**src/hdl/tds_pkg.sv**
```systemverilog
`default_nettype none

package tds_pkg;

    // name store sizing; the length field covers the whole legal parameter range
    localparam int NAME_MAX_DEF = 64;
    localparam int NAME_MAX_HI  = 64;
    localparam int LEN_W        = $clog2(NAME_MAX_HI + 1);
    localparam int IDX_W        = $clog2(NAME_MAX_HI);

    localparam logic [7:0] CH_NL     = 8'h0A;
    localparam logic [7:0] CH_LBRACE = 8'h7B;
    localparam logic [7:0] CH_RBRACE = 8'h7D;
    localparam logic [7:0] CH_RPAREN = 8'h29;
    localparam logic [7:0] CH_SLASH  = 8'h2F;
    localparam logic [7:0] CH_STAR   = 8'h2A;
    localparam logic [7:0] CH_NUL    = 8'h00;

    localparam int         NUM_PFX  = 4;
    localparam int         COL_W    = 4;
    localparam int         PFX_COLS = 2 ** COL_W;
    localparam logic [COL_W-1:0] COL_SAT = '1;

    // prefixes: test( and check(, then both again behind module_
    localparam logic [7:0] PFX_TEXT [NUM_PFX][PFX_COLS] = '{
        '{"t", "e", "s", "t", "(", 8'h00, 8'h00, 8'h00,
          8'h00, 8'h00, 8'h00, 8'h00, 8'h00, 8'h00, 8'h00, 8'h00},
        '{"c", "h", "e", "c", "k", "(", 8'h00, 8'h00,
          8'h00, 8'h00, 8'h00, 8'h00, 8'h00, 8'h00, 8'h00, 8'h00},
        '{"m", "o", "d", "u", "l", "e", "_", "t",
          "e", "s", "t", "(", 8'h00, 8'h00, 8'h00, 8'h00},
        '{"m", "o", "d", "u", "l", "e", "_", "c",
          "h", "e", "c", "k", "(", 8'h00, 8'h00, 8'h00}
    };
    localparam logic [COL_W-1:0] PFX_LEN [NUM_PFX] = '{4'd5, 4'd6, 4'd12, 4'd13};
    localparam logic             PFX_KIND [NUM_PFX] = '{1'b0, 1'b0, 1'b1, 1'b1};

    // extraction command, front to back
    typedef struct packed {
        logic             missing;
        logic             empty;
        logic             kind;
        logic             ovf;
        logic             bank;
        logic [LEN_W-1:0] len;
    } t_cmd;

    // name store write, front to back
    typedef struct packed {
        logic             en;
        logic             bank;
        logic [IDX_W-1:0] idx;
        logic [7:0]       data;
    } t_wr;

    typedef enum logic [1:0] {
        BK_IDLE,
        BK_READ,
        BK_LOAD
    } t_back_state;

endpackage

`default_nettype wire

```
**src/hdl/tds_if.sv**
```systemverilog
`default_nettype none

interface tds_in_if;
    logic       valid;
    logic       ready;
    logic [7:0] char_in;
    logic       new_file;

    modport source (output valid, output char_in, output new_file, input ready);
    modport sink   (input valid, input char_in, input new_file, output ready);
endinterface


`default_nettype wire

```
**src/hdl/tds_front.sv**
```systemverilog
`default_nettype none

module tds_front #(
    parameter int NAME_MAX = tds_pkg::NAME_MAX_DEF
) (
    input  wire logic    i_clk,
    input  wire logic    i_rst_n,
    tds_in_if.sink       i_in,
    input  wire logic    i_done,
    output tds_pkg::t_cmd o_cmd,
    output logic         o_push,
    output tds_pkg::t_wr o_wr
);
    import tds_pkg::*;

    localparam int LW = $clog2(NAME_MAX + 1);

    logic             r_blk, r_row, r_body, r_seen, r_halt, r_bank;
    logic [7:0]       r_prev;
    logic [COL_W-1:0] r_col;
    logic [NUM_PFX-1:0] r_pfx;
    logic [LW-1:0]    r_len;
    logic             r_closed, r_ovf, r_cut;
    logic [1:0]       r_cnt;

    logic             n_blk, n_row, n_body, n_seen, n_halt, n_bank;
    logic [7:0]       n_prev;
    logic [COL_W-1:0] n_col;
    logic [NUM_PFX-1:0] n_pfx;
    logic [LW-1:0]    n_len;
    logic             n_closed, n_ovf, n_cut;
    logic [1:0]       n_cnt;

    // {hit, index} of the first fully matched prefix
    function automatic logic [2:0] pfx_hit(logic [NUM_PFX-1:0] pfx, logic [COL_W-1:0] col);
        logic [2:0] res;
        res = '0;
        for (int k = NUM_PFX - 1; k >= 0; k--) begin
            if (pfx[k] && col >= PFX_LEN[k]) begin
                res = {1'b1, 2'(k)};
            end
        end
        return res;
    endfunction

    assign i_in.ready = (r_cnt != 2'd2);

    always_comb begin
        logic             acc, nf;
        logic [7:0]       c;
        logic             e_blk, e_row, e_body, e_seen, e_halt;
        logic [7:0]       e_prev;
        logic [COL_W-1:0] e_col;
        logic [NUM_PFX-1:0] e_pfx;
        logic [LW-1:0]    e_len;
        logic             e_closed, e_ovf, e_cut;
        logic             blk_start, blk_end, bc_start, bc_end, rc_start, rc_end, eod;
        logic             body_v, blk_v, row_v, seen_v, stop;
        logic [2:0]       m, m2;
        logic [COL_W-1:0] l_col;
        logic [NUM_PFX-1:0] l_pfx;
        logic [LW-1:0]    l_len;
        logic             l_closed, l_ovf, l_cut;

        acc = i_in.valid && i_in.ready;
        nf  = i_in.new_file;
        c   = i_in.char_in;

        n_blk = r_blk; n_row = r_row; n_body = r_body; n_seen = r_seen;
        n_halt = r_halt; n_bank = r_bank; n_prev = r_prev;
        n_col = r_col; n_pfx = r_pfx; n_len = r_len;
        n_closed = r_closed; n_ovf = r_ovf; n_cut = r_cut;
        o_push = 1'b0;
        o_cmd  = '0;
        o_wr   = '0;

        // new_file applies reset values before this byte
        e_blk    = nf ? 1'b0 : r_blk;
        e_row    = nf ? 1'b0 : r_row;
        e_body   = nf ? 1'b0 : r_body;
        e_seen   = nf ? 1'b0 : r_seen;
        e_halt   = nf ? 1'b0 : r_halt;
        e_prev   = nf ? 8'h00 : r_prev;
        e_col    = nf ? '0 : r_col;
        e_pfx    = nf ? '1 : r_pfx;
        e_len    = nf ? '0 : r_len;
        e_closed = nf ? 1'b0 : r_closed;
        e_ovf    = nf ? 1'b0 : r_ovf;
        e_cut    = nf ? 1'b0 : r_cut;

        blk_start = !e_body && !e_seen && c == CH_LBRACE;
        blk_end   = e_body && !e_seen && c == CH_RBRACE;
        bc_start  = !e_body && e_prev == CH_SLASH && c == CH_STAR;
        bc_end    = !e_body && e_prev == CH_STAR && c == CH_SLASH;
        rc_start  = !e_body && e_prev == CH_SLASH && c == CH_SLASH;
        rc_end    = e_row && !e_body && c == CH_NL;
        eod       = !e_body && !e_seen && (c == CH_NL || c == CH_LBRACE);
        body_v    = e_body | blk_start;
        blk_v     = e_blk | bc_start;
        row_v     = e_row | rc_start;
        seen_v    = blk_v | row_v;
        m         = pfx_hit(e_pfx, e_col);
        stop      = 1'b0;

        l_col = e_col; l_pfx = e_pfx; l_len = e_len;
        l_closed = e_closed; l_ovf = e_ovf; l_cut = e_cut;
        m2 = '0;

        if (acc) begin
            n_blk = e_blk; n_row = e_row; n_body = e_body; n_seen = e_seen;
            n_halt = e_halt; n_prev = e_prev;
            n_col = e_col; n_pfx = e_pfx; n_len = e_len;
            n_closed = e_closed; n_ovf = e_ovf; n_cut = e_cut;
            if (!e_halt) begin
                if (eod && m[2]) begin
                    o_push        = 1'b1;
                    o_cmd.missing = !e_closed;
                    o_cmd.empty   = e_closed && (e_len == '0);
                    o_cmd.kind    = e_closed ? PFX_KIND[m[1:0]] : 1'b0;
                    o_cmd.ovf     = e_closed ? e_ovf : 1'b0;
                    o_cmd.bank    = r_bank;
                    o_cmd.len     = LEN_W'(e_len);
                    if (!e_closed) begin
                        // unterminated name: halt until new_file or reset
                        n_halt = 1'b1;
                        n_body = body_v;
                        n_blk  = blk_v;
                        n_row  = row_v;
                        n_seen = seen_v;
                        stop   = 1'b1;
                    end else begin
                        n_bank = ~r_bank;
                    end
                end
                if (!stop) begin
                    if (eod || c == CH_NL) begin
                        l_col = '0; l_pfx = '1; l_len = '0;
                        l_closed = 1'b0; l_ovf = 1'b0; l_cut = 1'b0;
                    end
                    if (c != CH_NL) begin
                        m2 = pfx_hit(l_pfx, l_col);
                        if (m2[2]) begin
                            if (!l_closed) begin
                                if (c == CH_RPAREN) begin
                                    l_closed = 1'b1;
                                end else if (c == CH_NUL) begin
                                    l_cut = 1'b1;
                                end else if (!l_cut) begin
                                    if (l_len < LW'(NAME_MAX)) begin
                                        o_wr.en   = 1'b1;
                                        o_wr.bank = r_bank;
                                        o_wr.idx  = IDX_W'(l_len);
                                        o_wr.data = c;
                                        l_len     = l_len + LW'(1);
                                    end else begin
                                        l_ovf = 1'b1;
                                    end
                                end
                            end
                        end else begin
                            for (int k = 0; k < NUM_PFX; k++) begin
                                if (l_pfx[k] && l_col < PFX_LEN[k] &&
                                    c != PFX_TEXT[k][l_col]) begin
                                    l_pfx[k] = 1'b0;
                                end
                            end
                        end
                        if (l_col != COL_SAT) begin
                            l_col = l_col + COL_W'(1);
                        end
                    end
                    n_col = l_col; n_pfx = l_pfx; n_len = l_len;
                    n_closed = l_closed; n_ovf = l_ovf; n_cut = l_cut;
                    n_blk  = blk_v & ~bc_end;
                    n_row  = row_v & ~rc_end;
                    n_body = body_v & ~blk_end;
                    n_seen = seen_v;
                    n_prev = c;
                end
            end
        end

        n_cnt = r_cnt + {1'b0, o_push} - {1'b0, i_done};
    end

    always_ff @(posedge i_clk) begin
        if (!i_rst_n) begin
            r_blk    <= 1'b0;
            r_row    <= 1'b0;
            r_body   <= 1'b0;
            r_seen   <= 1'b0;
            r_halt   <= 1'b0;
            r_bank   <= 1'b0;
            r_prev   <= 8'h00;
            r_col    <= '0;
            r_pfx    <= '1;
            r_len    <= '0;
            r_closed <= 1'b0;
            r_ovf    <= 1'b0;
            r_cut    <= 1'b0;
            r_cnt    <= 2'd0;
        end else begin
            r_blk    <= n_blk;
            r_row    <= n_row;
            r_body   <= n_body;
            r_seen   <= n_seen;
            r_halt   <= n_halt;
            r_bank   <= n_bank;
            r_prev   <= n_prev;
            r_col    <= n_col;
            r_pfx    <= n_pfx;
            r_len    <= n_len;
            r_closed <= n_closed;
            r_ovf    <= n_ovf;
            r_cut    <= n_cut;
            r_cnt    <= n_cnt;
        end
    end

endmodule

`default_nettype wire

```
**src/flat_wrapper.sv**
```systemverilog
// flat-port wrapper written by rule: the top's interface ports become plain ports
module tds_front_flat import tds_pkg::*;
#(
    parameter int NAME_MAX = tds_pkg::NAME_MAX_DEF
)
  (i_clk, i_rst_n, i_done, o_cmd, o_push, o_wr, i_in_valid, i_in_char_in, i_in_new_file, i_in_ready);
  tds_in_if i_in_i ();
  input  wire logic i_clk;
  input  wire logic i_rst_n;
  input  wire logic i_done;
  output tds_pkg::t_cmd o_cmd;
  output logic o_push;
  output tds_pkg::t_wr o_wr;
  input wire logic [$bits(i_in_i.valid)-1:0] i_in_valid;
  input wire logic [$bits(i_in_i.char_in)-1:0] i_in_char_in;
  input wire logic [$bits(i_in_i.new_file)-1:0] i_in_new_file;
  output wire logic [$bits(i_in_i.ready)-1:0] i_in_ready;
  assign i_in_i.valid = i_in_valid;
  assign i_in_i.char_in = i_in_char_in;
  assign i_in_i.new_file = i_in_new_file;
  assign i_in_ready = i_in_i.ready;
  tds_front #(.NAME_MAX(NAME_MAX)) u_core (.i_clk(i_clk), .i_rst_n(i_rst_n), .i_in(i_in_i), .i_done(i_done), .o_cmd(o_cmd), .o_push(o_push), .o_wr(o_wr));
endmodule
```
**config.mk**
```make
export PLATFORM = sky130hd
export DESIGN_NAME = tds_front_flat
export DESIGN_NICKNAME = d
export VERILOG_FILES = /design/src/hdl/tds_pkg.sv /design/src/hdl/tds_if.sv /design/src/hdl/tds_front.sv /design/src/flat_wrapper.sv
export SDC_FILE = /design/constraint.sdc
export NUM_CORES = 1
export LEC_CHECK = 0
export BUFFER_PORTS_ARGS = -buffer_cell sky130_fd_sc_hd__buf_2
export CORE_MARGIN = 5
export CORE_UTILIZATION = 59
export DETAILED_ROUTE_END_ITERATION = 12
export GPL_TIMING_DRIVEN = 0
export PLACE_DENSITY = 0.81
export SYNTH_ARGS = -nofsm -noshare
export SYNTH_HDL_FRONTEND = slang
export SYNTH_SLANG_ARGS = --single-unit
```
**constraint.sdc**
```tcl
create_clock -name i_clk -period 4.4 [get_ports i_clk]
set_input_delay 0.44 -clock i_clk [delete_from_list [all_inputs] [get_ports i_clk]]
set_output_delay 0.44 -clock i_clk [all_outputs]
set_load 0.1 [all_outputs]
```
Yosys cells after proc, flatten, opt, wreduce, memory -nomap -nowiden. Memories as Yosys holds them, arrays and structs flattened. Index checks and enable logic that the tools add are counted.

Register bits after elaboration: 34. Memories kept: 4. Logic and storage cells: 245. Bits in read-only memories: 512. Output and inout bits: 30. Input bits: 13.

Equality and inequality tests: 15. Magnitude comparators: 15. Mux-type cells: 140. Reduce and logical (&&, ||, !) cells: 39. Add/subtract/negate cells: 4. Bitwise logic cells: 14.

Memory list: (no name shown) (words 16, bits a word 8, read ports 1, clocked after memory_dff 0, wr ports 0, RTL line tds_front.sv:163) `c != PFX_TEXT[k][l_col]) begin`; (no name shown) (words 16, bits a word 8, read ports 1, clocked after memory_dff 0, wr ports 0, RTL line tds_front.sv:163); (no name shown) (words 16, bits a word 8, read ports 1, clocked after memory_dff 0, wr ports 0, RTL line tds_front.sv:163); (no name shown) (words 16, bits a word 8, read ports 1, clocked after memory_dff 0, wr ports 0, RTL line tds_front.sv:163).

Operator list (number): 16-bit two-way mux (10); 7-bit two-way mux (14); 8-bit two-way mux (11); 4-bit two-way mux (18); 1-bit two-way mux (71); 8-bit by 6-bit == test with 1-bit output (second input constant) (5); 12-bit two-way mux (3); 3-bit two-way mux (12); 8-bit inequality test (4); 1-bit logical AND (31); 8-bit by 7-bit == test with 1-bit output (second input constant) (2); 4-bit by 3-bit greater-or-equal comparator with 1-bit output (second input constant) (4); 4-bit greater-or-equal comparator (second input constant) (4); 8-bit by 4-bit == test with 1-bit output (second input constant) (1); 8-bit logical NOT (1); 4-bit by 3-bit less-than comparator with 1-bit output (second input constant) (2); 4-bit less-than comparator (second input constant) (2); 8-bit by 4-bit inequality test with 1-bit output (second input constant) (1); 7-bit by 1-bit adder with 7-bit output (second input constant) (1); 7-bit logical NOT (1); 7-bit less-than comparator (second input constant) (1); 5-bit greater-or-equal comparator (second input constant) (1); 1-bit inverter (5); 4-bit inverter with 5-bit output (1); 13 further kinds (21).

Longest topological paths before layout.
Word-level depth: 29. Mapped depth: 17. Mapped depth without buffers: 13.

Worst setup path after synthesis. Ideal clock, no wire load.

Path kind: reg2out. Start: register u_core.r_cnt[0]. End: output o_cmd[9] (netlist name). Setup slack: -1.050 ns. Buffers on the path: 0. Arrival: 5.010 ns. Stages on the path, launching flop included: 6. Data required time: 3.960 ns. Cell sequence: dfxtp_1 -> nand2b_1 -> nand3b_1 -> a211oi_1 -> nand2_1 -> nor4b_1.

RTL lines: start, declared (RTL line tds_front.sv:24) `logic [1:0] r_cnt;`; start signal, assigned (RTL line tds_front.sv:216) `r_cnt <= n_cnt;`; end, declared (RTL line flat_wrapper.sv:11) `output tds_pkg::t_cmd o_cmd;`.

==> results.yml <==
critical_path:
  cp.depth: 17
  r2r-end: "u_core.r_pfx[2]$_SDFFE_PN1P_"
  arrival_ps: 3870
  required_ps: 3960
  end_kind: "output pin"
  reg2reg_slack_ps: 710
  worst_setup_path_start_kind: "input pin"
  critical_path.max_stage_delay_ps: 550
  cp_top_family: "simple AND/OR/NAND/NOR gates"
  startpoint: "i_in_char_in[1]"
  critPathBufInv: 5
  slowest_stage: "or4bb_4"
  r2r-start: "u_core.r_body$_SDFFE_PN0P_"
  cp_max_fo: 10
  crit_chain: "buf_2, clkbuf_4, or4bb_4, o21ai_4, nor2_4, buf_6, nand2_4, ha_4, nand2b_1, a22o_1, nand2_1, a311oi_4, and2_4, and3_4, buf_4, and2_2, buf_12"
  r2r.worst_path.cells: 16
  path_class: "input pin to output pin"
  cp-endpoint: "o_wr[12]"
cells_and_area:
  n_antenna_cell: 0
  drive_gt1_frac: 0.222
  syn2layout_area_growth_pct: 19.5
  postLayoutCoreUtil: 0.718
  fin_nets: 530
logic_synthesis:
  netlist_area_mm2: 0.00329
  ys_seq_elements: 34
  seq_area_frac_synth: 0.207
  synth_top_area_share: 0.207
  synth_top_area_cell: "dfxtp_1"
  synth.avg_cell_area_um2: 7.19
  synth.most_common_cell: "nand2_1"
  syn_inst: 457
  synth_edf_count: 0
  syn_nets: 480
  async_flop_share: 0
  ys_warn_count: 0
  synth.area.top_cells: "dfxtp_1 21%, nand2_1 6.1%, o21ai_0 5.3%, and2_1 5.1%, nor2_1 4.0%"
  ys_types: 74
  synth_flop_cell: "dfxtp_1"
  yosys-top-cells-count: "53 x nand2_1, 35 x nor2_1, 35 x o21ai_0"
sta:
  hold_viol_final: 0
  rsz0062_at_grt: "no"
  setup_violations: 0
  finClkSkew_ps: 4.80
  slew_violations: 0
  timing.final.crit_share: 0.979
  min_period_ps: 4310
  worst_slew_pin_slew_ps: 791
  timing.hold.ws_ps: 474
  max_freq_ghz: 0.232
  slew_headroom: 0.469
clock_network:
  insertion_delay_ps: 290
  htreeDepth: 2
  cts.clk_slew.worst_paths_ps: 70
  clock-root-buffer: "clkbuf_8"
  cts.sinks: 34
  hold_buffers: 0
  cts_tree: "yes"
  clockBufferDepth: 2
  numCtsBuffers: 5
route:
  routedWlPerCell_um: 21.0
  drcViolationCount: 0
  firstDrtPassIters: 6
  routed_wl_mm: 12.2
  viasPerCell: 6.93
  vias: 4020
  ant_nets: 0
  drt_iter0_drc: 691
place:
  io_buffers: 39
  place.gp.congestion: 1.05
  dp_hpwl_mm: 8.66
floorplan:
  die_x_um: 84.6
  dieArea_mm2: 0.00716
  initial_utilization: 0.601
  core_mm2: 0.00547
  num_rows: 27
  fp.dieH_um: 84.6
  pin_count: 43
run:
  drv_cap: 0
worst_hold_path:
  hp-start: "u_core.r_prev[3]$_SDFFE_PN0P_"
  hold_path_class: "flip-flop to flip-flop"
power_and_ir_drop:
  power_density_mw_per_mm2: 199
  irDropWorstVdd_mv: 0.225
  p_leak_nw: 1.53
grt:
  grt_usage: 0.326
  grt_antenna_before_repair: 0
  grt_overflow: 0
  grt_max_degree: 12
  grt_pass1_wl_mm: 19.1
  grt_pass1_vias: 3707
run_status:
  status: "finished, final reports clean"
worst reg2reg max path, cell delays in order (launching register included):
cell and delay [ps]:
dfxtp_1 430, o21bai_1 140, and3_1 170, buf_6 140
nor2_4 210, buf_6 200, nand2_4 100, inv_1 150
ha_1 160, clkbuf_1 400, xnor2_1 170, o21ai_0 90
a221oi_1 270, o22ai_1 150, a2111o_1 400, o31a_1 320
o221ai_2 130
flip-flops by register name, indices dropped and copies added, names as in the netlist:
register,cells
u_core.r_col,4
u_core.r_body,1
u_core.r_pfx,4
u_core.r_cnt,2
u_core.r_ovf,1
u_core.r_seen,1
u_core.r_halt,1
u_core.r_row,1
u_core.r_len,7
u_core.r_cut,1
u_core.r_prev,8
u_core.r_bank,1
u_core.r_closed,1
u_core.r_blk,1
final cells by class:
cell class                      instances  area [µm²]
Fill cell                             441        1540
Inverter                               13        48.8
Clock inverter                          2        12.5
Buffer                                 38         210
Clock buffer                            6        82.6
Sequential cell                        34         681
Timing Repair Buffer                   43         363
Tap cell                               72        90.1
Multi-Input combinational cell        372        2440
cell usage in the layout, fill, tap and decap left out, types with 4 or more instances in the layout:
master and n:
o21ai_0 34, clkbuf_1 17, and2_1 18, nor3_1 9, xnor2_1 8, nand3_1 17, and3_1 6, o22ai_1 4
nand2_1 51, nor2b_1 10, clkbuf_8 6, and2_2 6, a21oi_1 18, buf_6 4, nand4_1 11, buf_12 6
buf_4 16, inv_1 12, nor4_1 7, a21boi_0 14, nor2_1 33, o31a_1 4, buf_2 32, nand2b_1 5
and2_4 4, ha_1 7, o211ai_1 8, a31oi_1 16, dfxtp_1 34
cells by family (layout without fill, tap and decap cells):
family	after synthesis	after routing	synth area share
adders and majority gates	10	10	0.0381
DFF	34	34	0.207
and+or+nand+nor	208	208	0.345
AOI/OAI and AO/OA	142	142	0.301
xor gates and xnor gates	9	9	0.0240
muxes	3	3	0.00990
buffers and inverters	51	102	0.0750
timing repair:
item	4_1_cts	5_1_grt
pin swaps	2	4
resized for setup	40	18
endpoints found under the setup margin	17	16
buffers inserted	1	3
how the worst min path moves through the flow:
stage                     cells after the start                       endpoint
after global placement                        2  u_core.r_prev[5]$_SDFFE_PN0P_
after detailed placement                      2  u_core.r_prev[7]$_SDFFE_PN0P_
after floorplan                               2  u_core.r_prev[5]$_SDFFE_PN0P_
after global routing                          2  u_core.r_prev[5]$_SDFFE_PN0P_
after CTS                                     2  u_core.r_prev[7]$_SDFFE_PN0P_
final                                         2  u_core.r_prev[3]$_SDFFE_PN0P_
where the power goes:
part	leakage [nW]	switching, mW	internal, mW
clock network	0.0472	0.122	0.126
logic	1.21	0.132	0.0665
registers	0.277	0.0130	0.323
metrics by stage:
stage	TNS (ps)	cell area [µm²]	setup slack [ps]	std cells	total power [mW]
finish	0	3930	90.5	580	0.782
CTS	0	3840	1.75	577	0.769
global route	0	3930	0.663	580	0.811
detailed placement	-16610	3600	-1010	568	0.527
floorplan	-475	3310	-79.2	457	0.471
global placement	-15990	3600	-978	568	0.523
metal layers:
metal	vias to the layer above	GRT usage	routed length, µm
li1	1786	-	-
met1	1860	0.442	4770
met2	317	0.502	5360
met3	57	0.0962	1640
met4	0	0.0921	396
met5	-	0	0
Power figures use the tool's default switching activity.
